===== config.mk =====
export PLATFORM = sky130hd
export DESIGN_NAME = lifo_store_with_search_core
export DESIGN_NICKNAME = d
export VERILOG_FILES = /design/src/rtl/core/lss_pkg.sv /design/src/rtl/core/lss_ram.sv /design/src/rtl/core/lss_ctrl.sv /design/src/rtl/core/lss_dp.sv /design/src/rtl/core/lifo_store_with_search_core.sv
export SDC_FILE = /design/constraint.sdc
export NUM_CORES = 1
export LEC_CHECK = 0
export BUFFER_PORTS_ARGS = -buffer_cell sky130_fd_sc_hd__buf_4
export CAP_MARGIN = 20
export CORE_AREA = 2 2 339 341
export CTS_CLUSTER_SIZE = 20
export DETAILED_ROUTE_END_ITERATION = 10
export DIE_AREA = 0 0 341 343
export MAX_ROUTING_LAYER = met4
export PLACE_DENSITY = 0.63
export REMOVE_ABC_BUFFERS = 1
export SYNTH_ARGS = -nofsm -noshare
export SYNTH_HDL_FRONTEND = slang
export SYNTH_HIERARCHICAL = 1
export SYNTH_SLANG_ARGS = --single-unit

===== constraint.sdc =====
create_clock -name clk -period 10.6 [get_ports clk]
set_input_delay 1.59 -clock clk [delete_from_list [all_inputs] [get_ports clk]]
set_output_delay 1.59 -clock clk [all_outputs]
set_load 0.02 [all_outputs]

===== src/rtl/core/lss_pkg.sv =====
// lss_pkg: shared types, codes and defaults for the LIFO store with search.
// No dependencies; imported by lss_ctrl, lss_dp, the core top and lss_chk.
`timescale 1ns / 1ps

package lss_pkg;

  localparam int DEPTH_DEF = 32;
  localparam int DATA_W    = 32;
  localparam int POS_W     = 6;

  localparam logic [2:0] MODE_PUSH     = 3'd0;
  localparam logic [2:0] MODE_POP      = 3'd1;
  localparam logic [2:0] MODE_DUMP_NEW = 3'd2;
  localparam logic [2:0] MODE_DUMP_OLD = 3'd3;
  localparam logic [2:0] MODE_SEARCH   = 3'd4;

  localparam logic [1:0] STAT_OK    = 2'd0;
  localparam logic [1:0] STAT_EMPTY = 2'd1;
  localparam logic [1:0] STAT_FULL  = 2'd2;
  localparam logic [1:0] STAT_MISS  = 2'd3;

  typedef struct packed {
    logic [2:0]               mode;
    logic signed [DATA_W-1:0] value;
  } in_t;

  typedef struct packed {
    logic [1:0]               status;
    logic signed [DATA_W-1:0] data;
    logic [POS_W-1:0]         position;
    logic                     last;
  } out_t;

  typedef enum logic [1:0] {
    S_IDLE,
    S_DECIDE,
    S_READ,
    S_EMIT
  } state_t;

  // controller -> datapath
  typedef struct packed {
    logic accept;
    logic single;
    logic rd;
    logic emit;
    logic step;
    logic pop;
  } cmd_t;

  // datapath -> controller
  typedef struct packed {
    logic [2:0] mode;
    logic       empty;
    logic       out_free;
    logic       hit;
    logic       at_end;
  } sts_t;

endpackage


===== src/rtl/core/lss_ram.sv =====
// lss_ram: generic single-write, single-read RAM with registered read data.
// No dependencies.
`timescale 1ns / 1ps

module lss_ram #(
  parameter int WIDTH = 32,
  parameter int DEPTH = 32
) (
  input  logic                     clk,
  input  logic                     we,
  input  logic [$clog2(DEPTH)-1:0] waddr,
  input  logic [WIDTH-1:0]         wdata,
  input  logic                     re,
  input  logic [$clog2(DEPTH)-1:0] raddr,
  output logic [WIDTH-1:0]         rdata
);

  logic [WIDTH-1:0] mem [DEPTH];
  logic [WIDTH-1:0] rdata_r;

  always_ff @(posedge clk) begin
    if (we) begin
      mem[waddr] <= wdata;
    end
    if (re) begin
      rdata_r <= mem[raddr];
    end
  end

  assign rdata = rdata_r;

endmodule


===== src/rtl/core/lss_ctrl.sv =====
// lss_ctrl: operation sequencer for the LIFO store.
// Depends on lss_pkg; drives lss_dp through cmd_t, observes sts_t.
`timescale 1ns / 1ps

module lss_ctrl (
  input  logic          clk,
  input  logic          rst_n,
  input  logic          in_valid,
  output logic          in_stall,
  input  lss_pkg::sts_t sts,
  output lss_pkg::cmd_t cmd
);
  import lss_pkg::*;

  state_t state_r, state_nxt;
  logic   mode_ok, is_push, is_pop, is_search, single_op, walk_done;

  assign mode_ok   = sts.mode <= MODE_SEARCH;
  assign is_push   = sts.mode == MODE_PUSH;
  assign is_pop    = sts.mode == MODE_POP;
  assign is_search = sts.mode == MODE_SEARCH;
  assign single_op = is_push || sts.empty;
  assign walk_done = is_pop || sts.at_end || (is_search && sts.hit);

  always_ff @(posedge clk) begin
    if (!rst_n) begin
      state_r <= S_IDLE;
    end else begin
      state_r <= state_nxt;
    end
  end

  always_comb begin
    state_nxt = state_r;
    case (state_r)
      S_IDLE: begin
        if (in_valid) state_nxt = S_DECIDE;
      end
      S_DECIDE: begin
        if (!mode_ok) begin
          state_nxt = S_IDLE;
        end else if (single_op) begin
          if (sts.out_free) state_nxt = S_IDLE;
        end else begin
          state_nxt = S_READ;
        end
      end
      S_READ: begin
        state_nxt = S_EMIT;
      end
      S_EMIT: begin
        if (sts.out_free) state_nxt = walk_done ? S_IDLE : S_READ;
      end
      default: begin
        state_nxt = S_IDLE;
      end
    endcase
  end

  always_comb begin
    cmd      = '0;
    in_stall = 1'b1;
    case (state_r)
      S_IDLE: begin
        in_stall   = 1'b0;
        cmd.accept = in_valid;
      end
      S_DECIDE: begin
        cmd.single = mode_ok && single_op && sts.out_free;
      end
      S_READ: begin
        cmd.rd = 1'b1;
      end
      S_EMIT: begin
        if (sts.out_free) begin
          cmd.emit = !is_search || sts.hit || sts.at_end;
          cmd.pop  = is_pop;
          cmd.step = !walk_done;
        end
      end
      default: begin
        cmd = '0;
      end
    endcase
  end

endmodule


===== src/rtl/core/lss_dp.sv =====
// lss_dp: entry RAM, entry count, walk index and output register.
// Depends on lss_pkg and lss_ram; commanded by lss_ctrl.
`timescale 1ns / 1ps

module lss_dp #(
  parameter int DEPTH = lss_pkg::DEPTH_DEF
) (
  input  logic          clk,
  input  logic          rst_n,
  input  lss_pkg::cmd_t cmd,
  output lss_pkg::sts_t sts,
  input  lss_pkg::in_t  in_data,
  input  logic          out_stall,
  output logic          out_valid,
  output lss_pkg::out_t out_data
);
  import lss_pkg::*;

  localparam int CW = $clog2(DEPTH + 1);
  localparam int AW = $clog2(DEPTH);
  localparam int PW = (CW > POS_W) ? CW : POS_W;

  in_t              item_r;
  logic [CW-1:0]    cnt_r, cnt_nxt;
  logic [CW-1:0]    idx_r, idx_nxt;
  out_t             out_r, out_nxt;
  logic             out_valid_r, out_valid_nxt;

  logic             full, empty, hit, at_end, out_free, push_ok;
  logic [CW-1:0]    top_idx;
  logic [PW-1:0]    pos_ext;
  logic [AW-1:0]    raddr;
  logic [DATA_W-1:0] rd_data;

  assign full     = cnt_r == CW'(DEPTH);
  assign empty    = cnt_r == '0;
  assign push_ok  = item_r.mode == MODE_PUSH && !full;
  assign top_idx  = cnt_r - CW'(1) - idx_r;
  assign raddr    = (item_r.mode == MODE_DUMP_OLD) ? idx_r[AW-1:0] : top_idx[AW-1:0];
  assign hit      = rd_data == $unsigned(item_r.value);
  assign at_end   = (idx_r + CW'(1)) == cnt_r;
  assign pos_ext  = PW'(idx_r) + PW'(1);
  assign out_free = !out_valid_r || !out_stall;

  lss_ram #(
    .WIDTH (DATA_W),
    .DEPTH (DEPTH)
  ) u_ram (
    .clk   (clk),
    .we    (cmd.single && push_ok),
    .waddr (cnt_r[AW-1:0]),
    .wdata (item_r.value),
    .re    (cmd.rd),
    .raddr (raddr),
    .rdata (rd_data)
  );

  always_comb begin
    cnt_nxt = cnt_r;
    if (cmd.single && push_ok) begin
      cnt_nxt = cnt_r + CW'(1);
    end else if (cmd.pop) begin
      cnt_nxt = cnt_r - CW'(1);
    end

    idx_nxt = idx_r;
    if (cmd.accept) begin
      idx_nxt = '0;
    end else if (cmd.step) begin
      idx_nxt = idx_r + CW'(1);
    end

    out_nxt      = out_r;
    out_nxt.last = 1'b1;
    if (cmd.single) begin
      out_nxt.data     = '0;
      out_nxt.position = '0;
      if (item_r.mode == MODE_PUSH) begin
        out_nxt.status = full ? STAT_FULL : STAT_OK;
      end else begin
        out_nxt.status = STAT_EMPTY;
      end
    end else if (cmd.emit) begin
      if (item_r.mode == MODE_SEARCH) begin
        out_nxt.status   = hit ? STAT_OK : STAT_MISS;
        out_nxt.data     = '0;
        out_nxt.position = hit ? pos_ext[POS_W-1:0] : '0;
      end else begin
        out_nxt.status   = STAT_OK;
        out_nxt.data     = $signed(rd_data);
        out_nxt.position = '0;
        out_nxt.last     = (item_r.mode == MODE_POP) || at_end;
      end
    end

    out_valid_nxt = out_valid_r;
    if (cmd.single || cmd.emit) begin
      out_valid_nxt = 1'b1;
    end else if (!out_stall) begin
      out_valid_nxt = 1'b0;
    end
  end

  always_ff @(posedge clk) begin
    if (!rst_n) begin
      cnt_r       <= '0;
      out_valid_r <= 1'b0;
    end else begin
      cnt_r       <= cnt_nxt;
      out_valid_r <= out_valid_nxt;
    end
  end

  always_ff @(posedge clk) begin
    if (cmd.accept) begin
      item_r <= in_data;
    end
    idx_r <= idx_nxt;
    if (cmd.single || cmd.emit) begin
      out_r <= out_nxt;
    end
  end

  assign sts.mode     = item_r.mode;
  assign sts.empty    = empty;
  assign sts.out_free = out_free;
  assign sts.hit      = hit;
  assign sts.at_end   = at_end;

  assign out_valid = out_valid_r;
  assign out_data  = out_r;

endmodule


===== src/rtl/core/lifo_store_with_search_core.sv =====
// lifo_store_with_search_core: top level of the bounded LIFO store with search.
// Depends on lss_pkg, lss_ctrl, lss_dp (and lss_ram through lss_dp).
//
//   channel | ports                          | carries
//   --------+--------------------------------+-------------------------------
//   input   | in_valid, in_stall, in_data    | in_t: mode, value
//   output  | out_valid, out_stall, out_data | out_t: status, data, pos, last
//
// One transaction is taken at a time; in_stall is high until the last result
// is loaded into the output register.
// Push, pop, and any empty or full case give a single result. Dumps and
// search walk the entry RAM one entry at a time (registered read, then emit
// or compare). Output stalls hold the walk in place.
// Synchronous active-low reset clears the entry count and the output valid.
`timescale 1ns / 1ps

module lifo_store_with_search_core #(
  parameter int DEPTH = lss_pkg::DEPTH_DEF
) (
  input  logic          clk,
  input  logic          rst_n,
  input  logic          in_valid,
  output logic          in_stall,
  input  lss_pkg::in_t  in_data,
  output logic          out_valid,
  input  logic          out_stall,
  output lss_pkg::out_t out_data
);
  import lss_pkg::*;

  cmd_t cmd;
  sts_t sts;

  lss_ctrl u_ctrl (
    .clk      (clk),
    .rst_n    (rst_n),
    .in_valid (in_valid),
    .in_stall (in_stall),
    .sts      (sts),
    .cmd      (cmd)
  );

  lss_dp #(
    .DEPTH (DEPTH)
  ) u_dp (
    .clk       (clk),
    .rst_n     (rst_n),
    .cmd       (cmd),
    .sts       (sts),
    .in_data   (in_data),
    .out_stall (out_stall),
    .out_valid (out_valid),
    .out_data  (out_data)
  );

endmodule


Yosys cells after proc, flatten, opt, wreduce, memory -nomap -nowiden
Memories as Yosys holds them, arrays and structs flattened. A register that Yosys moved wholly into a read port is not among the register bits.
Cells that the tools add are included.
{"block": "word_totals", "reg_bits": 91, "mem_bits_rw": 1024, "inputBits": 39, "output_inout_bits": 43, "n_memories": 1}
{"name": "u_dp.u_ram.mem", "words": 32, "word_bits": 32, "read_ports": 1, "rd_ports_with_merged_regs": 1, "wr": 1, "line_no": "lss_ram.sv:18", "rtl": "logic [WIDTH-1:0] mem [DEPTH];"}
{"block": "classes", "addsub": 4, "order_cmp": 1, "n_eq_ne": 13, "n_mux": 28, "bitwise_logic": 1, "reduce_logical": 25}
{"cell": "2-to-1 mux 40 bit", "n": 2}
{"cell": "2-to-1 mux 41 bit", "n": 1}
{"cell": "== test 32 bit", "n": 1}
{"cell": "2-to-1 mux 2 bit", "n": 9}
{"cell": "2-to-1 mux 6 bit", "n": 3}
{"cell": "adder 6 x 1 -> 6 bit (second input constant)", "n": 2}
{"cell": "2-to-1 mux 1 bit", "n": 9}
{"cell": "case mux 2 bit (4 select lines)", "n": 1}
{"cell": "logical OR 1 bit", "n": 7}
{"cell": "== test 6 bit", "n": 1}
{"cell": "== test 6 bit (second input constant)", "n": 1}
{"cell": "logical NOT 6 bit", "n": 1}
{"cell": "2-to-1 mux 3 bit", "n": 2}
{"cell": "subtractor 6 x 1 -> 6 bit (second input constant)", "n": 1}
{"cell": "logical AND 1 bit", "n": 5}
{"cell": "logical NOT 1 bit", "n": 5}
{"cell": "2-to-1 mux 5 bit", "n": 1}
{"cell": "subtractor 5 bit", "n": 1}
{"cell": "== test 2 bit (second input constant)", "n": 2}
{"cell": "inequality test 2 x 1 -> 1 bit (second input constant)", "n": 2}
{"cell": "inequality test 4 x 3 -> 1 bit (second input constant)", "n": 1}
{"cell": "nonzero test 2 bit", "n": 2}
{"cell": "== test 3 x 1 -> 1 bit (second input constant)", "n": 1}
{"cell": "== test 3 x 2 -> 1 bit (second input constant)", "n": 1}
{"cell": "other kinds (10)", "n": 10}

Longest topological paths before layout
Gate-level depths: netlist of the first run.
{"block": "logic_depth", "depth_word": 9, "depth_mapped": 15, "ltp_nobuf": 13}

Hierarchy
The synthesis of the first run kept the hierarchy.
{"module": "lss_ram", "n_inst": 1, "cells_each": 2260, "area_each_um2": 40805.4, "seq_area_each_um2": 31710.4}
{"module": "lss_dp", "n_inst": 1, "cells_each": 314, "area_each_um2": 4058.9, "seq_area_each_um2": 2542.4}
{"module": "lss_ctrl", "n_inst": 1, "cells_each": 28, "area_each_um2": 203.9, "seq_area_each_um2": 40.0}

Worst setup path before layout of the first run
No wires, ideal clock.
{"block": "synth_path", "path_kind": "input port to flip-flop", "start": "input port out_stall", "end": "memory u_dp.u_ram.mem[28][0] (enable)", "setup_ps": 421, "arrival_time_ps": 5019, "slack_ps": 5159, "path_stages": 10, "path_buffers": 2, "path_cell_list": "nand2_1 buf_4 nand2_1 nor3_1 or4b_1 a21o_1 inv_1 or3b_2 clkbuf_1 nor2_1"}
{"item": "start, declared", "line_no": "lifo_store_with_search_core.sv:26", "rtl": "input logic out_stall,"}
{"item": "end, declared", "line_no": "lss_ram.sv:18"}

==> results of run 1 <==
[kinds of logic (layout without fill, tap and decap cells)]
logic type	Yosys count	count (layout)
simple gates	398	398
fa+ha+maj	9	9
buf+inv	161	379
flops	1147	1147
xor+xnor	51	51
mux	514	514
other cells	0	3
compound gates	322	322
[final timing paths]
path | from | endpoint | slack, ns | depth (start not counted)
worst max register to register | u_dp/cnt_r[1]$_SDFFE_PN0P_ | u_dp/u_ram/mem[7][14]$_DFFE_PP_ | 5.13 | 11
worst min register to register | u_dp/out_valid$_SDFFE_PN0P_ | u_dp/out_valid$_SDFFE_PN0P_ | 0.56 | 2
worst max-delay path | u_dp/cnt_r[1]$_SDFFE_PN0P_ | u_dp/u_ram/mem[7][14]$_DFFE_PP_ | 5.13 | 11
worst min-delay path | u_dp/out_valid$_SDFFE_PN0P_ | u_dp/out_valid$_SDFFE_PN0P_ | 0.56 | 2
[layout make-up]
| type | count | area share (%) |
|---|---|---|
| flip-flops and latches | 1147 | 66.3 |
| multi-input cells | 1294 | 19.7 |
| clock buffers | 136 | 5.72 |
| well taps | 1512 | 3.66 |
| repair buffers | 146 | 2.57 |
| clock inverters | 80 | 1.91 |
| inverters | 17 | 0.123 |
| diodes | 3 | 0.0145 |
[routing by layer]
metal,track usage [%],vias to the layer above,share of wire (%)
li1,-,10500,-
met1,26.2,12300,43
met2,27.8,970,45
met3,4.19,163,8.8
met4,5.42,0,2.6
met5,-,-,0
[where the power goes]
part / switching [mW] / internal [mW] / total (mW)
Combinational: 0.746 / 0.385 / 1.13
Clock: 1.72 / 2.49 / 4.21
Sequential: 0.0260 / 5.08 / 5.10
[synth_stat cells, types with 15 or more instances]
cell	number	area [um2]
buf_6	15	169
buf_2	28	140
nor2_1	53	199
a22o_1	64	561
mux2i_1	514	5140
a22oi_1	96	721
and2_1	36	225
clkbuf_1	54	203
a21oi_1	102	510
nand2_1	112	420
dfxtp_1	15	300
a31oi_1	33	206
xor2_1	27	236
buf_4	40	300
nor3_1	39	195
nand3_1	105	526
edfxtp_1	1132	34000
inv_1	17	63.8
xnor2_1	23	201
[sequential cells by signal (all words and copies together), names as in the netlist]
| signal | flops |
|---|---|
| u_dp/u_ram/rdata | 32 |
| u_dp/idx_r | 6 |
| u_dp/item_r | 32 |
| u_dp/out_valid | 1 |
| u_dp/u_ram/mem | 1024 |
| u_dp/cnt_r | 6 |
| u_dp/sts | 3 |
| u_ctrl/state_r | 2 |
| u_dp/out_data | 41 |
[worst max-delay path, stage by stage (launching register included)]
cell,delay (ns)
dfxtp_1,0.40
inv_1,0.15
ha_1,0.18
nor4b_1,0.43
nor2b_1,0.34
o21ai_1,0.14
nor3_1,0.36
or4b_1,0.56
a21o_1,0.26
inv_1,0.23
nand3_1,0.80
nor2_4,1.20
==> reports/qor.yml, run 1 <==
place:
  placed_cell_area_um2: 47500
  gp_congestion: 0.872
  place_inst: 4102
  io_buffer_count: 81
  post-dp-hpwl_mm: 65.2
  dp_worst_setup_slack_ns: 4.85
worst_setup_path:
  crit_path_start_kind: "register"
  cp-end-kind: "register"
  arrival_ns: 5.78
  critPathMaxFanout: 32
  criticalPathCategory: "register to register"
  required_ns: 10.90
power:
  ir_drop_mv: 0.137
  power_density_nw_per_um2: 202
  finalPower_mw: 10.4
  p_leak_nw: 19.2
cells_and_area:
  drive_gt1_share_pct: 13.5
  final_common_cell: "edfxtp_1"
  stdcell_area_um2: 51700
  regArea_um2: 34300
  final_util_pct: 45.6
  multi_input_area_um2: 10200
  fin_nets: 2768
  fin_cells: 4335
  final_cell_mix: "edfxtp_1 (1132), mux2i_1 (514), buf_4 (128)"
  area.growth.synth_to_final_pct: 14.7
  nFillCells: 9591
global_route:
  grt_pass1_vias: 23500
  antenna_found_initial: 4
  grt.total_usage_pct: 18.8
  grt_pass1_wl_mm: 157
  globalRouteOverflowTotal: 0
  grt_max_degree: 143
logic_synthesis:
  synth.avg_cell_area_um2: 17.3
  synth_edf_count: 1132
  synth_top_family_by_area: "multiplexers"
  ys_seq_area_share_pct: 76.1
  synth_mux_area_share_pct: 11.4
  yosysWarnings: 6
  synth-compound-area-share_pct: 4.88
  synth_cell_types: 57
  synth-async-reset-ratio_pct: 0
  synth_area_um2: 45100
  synthAdderAreaFrac_pct: 0.267
  synthSimpleGateAreaFrac_pct: 4.31
  synth_ff_type: "edfxtp_1"
  synth_seq_cells: 1147
  synth-xor-area-share_pct: 1.02
  synthCells: 2602
drt:
  viasPerCell: 5.51
  num_vias: 23900
  drc: 0
  wl_per_cell_um: 25.2
  ant_nets: 0
  routed_wl_mm: 109
  drtPass1Iterations: 6
  drt_iter0_drc: 2511
sta:
  fmaxAchievable_mhz: 183
  setup_viol: 0
  period_needed_ns: 5.47
  drv_slew: 0
  min_period_over_period_pct: 51.6
  fin_hold_ws_ns: 0.561
  setup_ws_ns: 5.13
  final.setup.tns_ns: 0
  finClkSkew_ns: 0.0308
  final-hold-violation-count: 0
  tightest_slew_ns: 1.17
  rsz0062_at_grt: "no"
  slew_headroom_pct: 21.8
cts:
  cts_setup_buffers: 0
  cts_tree: "built"
  hold_buffers: 0
  cts_sinks: 1147
  cts-buffers-inserted: 114
  clockBufferDepth: 3
  clkSlewWorstSetupHoldPaths_ns: 0.06
  cts_root_buffer: "clkbuf_16"
  htree_num_levels: 3
  cts-resized-gates: 0
  clock_latency_ns: 0.71
die:
  ios: 82
  dieArea_um2: 117000
  core-area_um2: 113000
  start_util_pct: 39.7
  std_cell_rows: 124
  die_w_um: 341
  dieHeight_um: 343
job:
  cap_viol_max_count: 0
outcome:
  status: "finished clean"
hold_path:
  hp-class: "register to register"
Power figures use the tool's default switching activity.
==> run 2: changes to the inputs <==
PLACE_DENSITY = 0.65   (was 0.63)
clock period = 4.9 ns   (was 10.6 ns; I/O delays follow)
==> run 2 against run 1 <==
Net effect:
- count of clock-buffer cells in the layout grew 5
- critical path depth rose by 1
- global-route usage up 0.51 points
- final cell count is 1.1% higher
- power rose by 110%
- first-iteration DRC count is 2.9% lower
- clock skew is 0.0030 ns higher
- maximum frequency rose by 21%
- largest cell class unchanged
==> reports/qor.yml, run 2 (same netlist as run 1, synthesis figures left out) <==
power:
  p_clk_share_pct: 38.6  # -1.7 points
  ir_drop_mv: 0.287  # +110%
  p_sw_share_pct: 23.9  # about the same
  p_seq_share_pct: 50.4  # +1.6 points
  p_switching_mw: 5.25  # +110%
  power_density_nw_per_um2: 423  # +110%
  p_leak_nw: 19.4  # +1.0%
  p_int_mw: 16.7  # +110%
  combinationalPowerShare_pct: 11.0  # +0.2 points
global_route:
  grt.busiest_layer: "met2"
  grt_max_degree: 114  # -20%
  grt_pass1_vias: 23900  # +1.7%
  grt_pass1_wl_mm: 161  # +2.2%
  globalRouteOverflowTotal: 0  # unchanged
  grt_use_met3_pct: 3.80  # -0.39 points
  use_met2_pct: 31.3  # +3.5 points
  antenna_found_initial: 2  # -2
  grt.total_usage_pct: 19.4  # +0.51 points
  met1_usage_pct: 24.6  # -1.6 points
cts:
  cts_sinks: 1147  # unchanged
  cts_root_buffer: "clkbuf_16"
  clockBufferDepth: 3  # unchanged
  clkSlewWorstSetupHoldPaths_ns: 0.06  # about the same
  clock_latency_ns: 0.69  # -0.02 ns
  cts_setup_buffers: 0  # unchanged
  htree_num_levels: 3  # unchanged
  cts-resized-gates: 0  # unchanged
  cts_tree: "built"
  hold_buffers: 0  # unchanged
  cts-buffers-inserted: 110  # -3.5%
sta:
  setup_viol: 0  # unchanged
  period_needed_ns: 4.52  # -0.956 ns
  fmaxAchievable_mhz: 221  # +21%
  final-hold-violation-count: 0  # unchanged
  tightest_slew_ns: 0.967  # -0.207 ns
  final.setup.tns_ns: 0  # unchanged
  rsz0062_at_grt: "no"
  finClkSkew_ns: 0.0337  # +0.00297 ns
  slew_headroom_pct: 35.3  # +14 points
  fin_hold_ws_ns: 0.218  # -0.343 ns
  drv_slew: 0  # unchanged
  min_period_over_period_pct: 92.2  # +41 points
cells_and_area:
  antennaDiodeCount: 0  # -3
  final_common_cell: "edfxtp_1"
  area.growth.synth_to_final_pct: 15.3
  final_cell_mix: "edfxtp_1 (1132), mux2i_1 (514), buf_4 (178)"
  nFillCells: 9474  # -1.2%
  stdcell_area_um2: 52000  # +0.55%
  largest_reg_flops: 1024  # unchanged
  regArea_um2: 34300  # unchanged
  drive_gt1_share_pct: 14.7  # +1.2 points
  regMostFlops: "u_dp/u_ram/mem"
  fin_nets: 2824  # +2.0%
  fin_cells: 4381  # +1.1%
  multi_input_area_um2: 10200  # unchanged
worst_setup_path:
  required_ns: 5.27  # -5.63 ns
  path_cells: "inv_1, ha_1, nor4b_1, nor2b_1, o21ai_1, nor3_1, or4b_1, a21o_1, inv_1, or3b_2, nor2_4, buf_12"
  cp-end-kind: "register"
  criticalPathCategory: "register to register"
  crit_path_start_kind: "register"
  critPathSlowestCell: "or3b_2"
  cpPeakStageDelay_ns: 0.72  # -0.48 ns
  critPathTopFamily: "simple AND/OR/NAND/NOR gates"
  path_buf_inv: 3  # +1
  cpMostUsedCell: "inv_1"
  arrival_ns: 4.89  # -0.89 ns
  critPathMaxFanout: 25  # -22%
outcome:
  status: "finished clean"
die:
  die_w_um: 341  # unchanged
  std_cell_rows: 124  # unchanged
  ios: 82  # unchanged
  start_util_pct: 39.7  # unchanged
  dieHeight_um: 343  # unchanged
  core-area_um2: 113000  # unchanged
  dieArea_um2: 117000  # unchanged
drt:
  drtPass1Iterations: 6  # unchanged
  wl_per_cell_um: 25.4  # +0.88%
  routed_wl_mm: 111  # +1.9%
  drt_iter0_drc: 2439  # -2.9%
  viasPerCell: 5.46  # -0.86%
  num_vias: 23900  # +0.19%
  drc: 0  # unchanged
  ant_nets: 0  # unchanged
place:
  post-dp-hpwl_mm: 67.8  # +4.0%
  io_buffer_count: 81  # unchanged
  gp_congestion: 0.859  # -1.5%
  placed_cell_area_um2: 48300  # +1.8%
  place_inst: 4176  # +1.8%
hold_path:
  hp-class: "input pin to register"
job:
  cap_viol_max_count: 0  # unchanged
run 2: changes by cell type in the layout (fill, tap and decap cells not counted):
cell / change
clkinv_1: +5
buf_16: -1
clkbuf_1: +2
inv_8: +1
buf_4: +50
bufinv_16: -11
buf_12: +11
inv_16: -4
diode_2: -3
clkinv_16: +3
clkinv_2: -5
inv_6: -5
clkbuf_16: +3
run 2: power groups by stage:
stage | Sequential [mW] | Clock [mW] | Combinational (mW)
2_1_floorplan | 11.4 | 0 | 2.36
3_3_place_gp | 11.3 | 0 | 2.38
3_5_place_dp | 11.3 | 0 | 2.41
4_1_cts | 11.1 | 8.63 | 2.42
5_1_grt | 11.1 | 9.02 | 2.57
6_report | 11.1 | 8.49 | 2.42
run 2: cell type report:
cell class / count / share of cell area, %
flip-flops and latches: 1147 / 66.0
clock inverters: 64 / 1.21
inverters: 17 / 0.123
clock buffers: 141 / 5.84
multi-input cells: 1294 / 19.6
well taps: 1512 / 3.64
repair buffers: 206 / 3.65
run 2: layer usage:
metal	up-vias	wire, um
li1	10600	-
met1	12300	45000
met2	916	54300
met3	175	8420
met4	0	3410
met5	-	0
run 2: path summary, 6_finish.rpt:
kind / from / slack [ns] / cells after the start / end
hold / removal: in_data[6] / 0.22 / 1 / u_dp/item_r[6]$_DFFE_PP_
setup reg to reg: u_dp/cnt_r[1]$_SDFFE_PN0P_ / 0.38 / 12 / u_dp/u_ram/mem[24][1]$_DFFE_PP_
setup / recovery: u_dp/cnt_r[1]$_SDFFE_PN0P_ / 0.38 / 12 / u_dp/u_ram/mem[24][1]$_DFFE_PP_
hold reg to reg: u_dp/idx_r[5]$_SDFFE_PP0P_ / 0.57 / 2 / u_dp/idx_r[5]$_SDFFE_PP0P_
run 2: through the flow:
stage | power (mW) | worst slack (ns) | util (%)
3_5_place_dp | 13.7 | 0.460 | 42.6
2_1_floorplan | 13.7 | -33.93 | -
5_1_grt | 22.7 | 0.105 | 45.8
3_3_place_gp | 13.7 | 0.426 | 42.6
6_report | 22.0 | 0.385 | 45.8
4_1_cts | 22.1 | 0.417 | 45.8
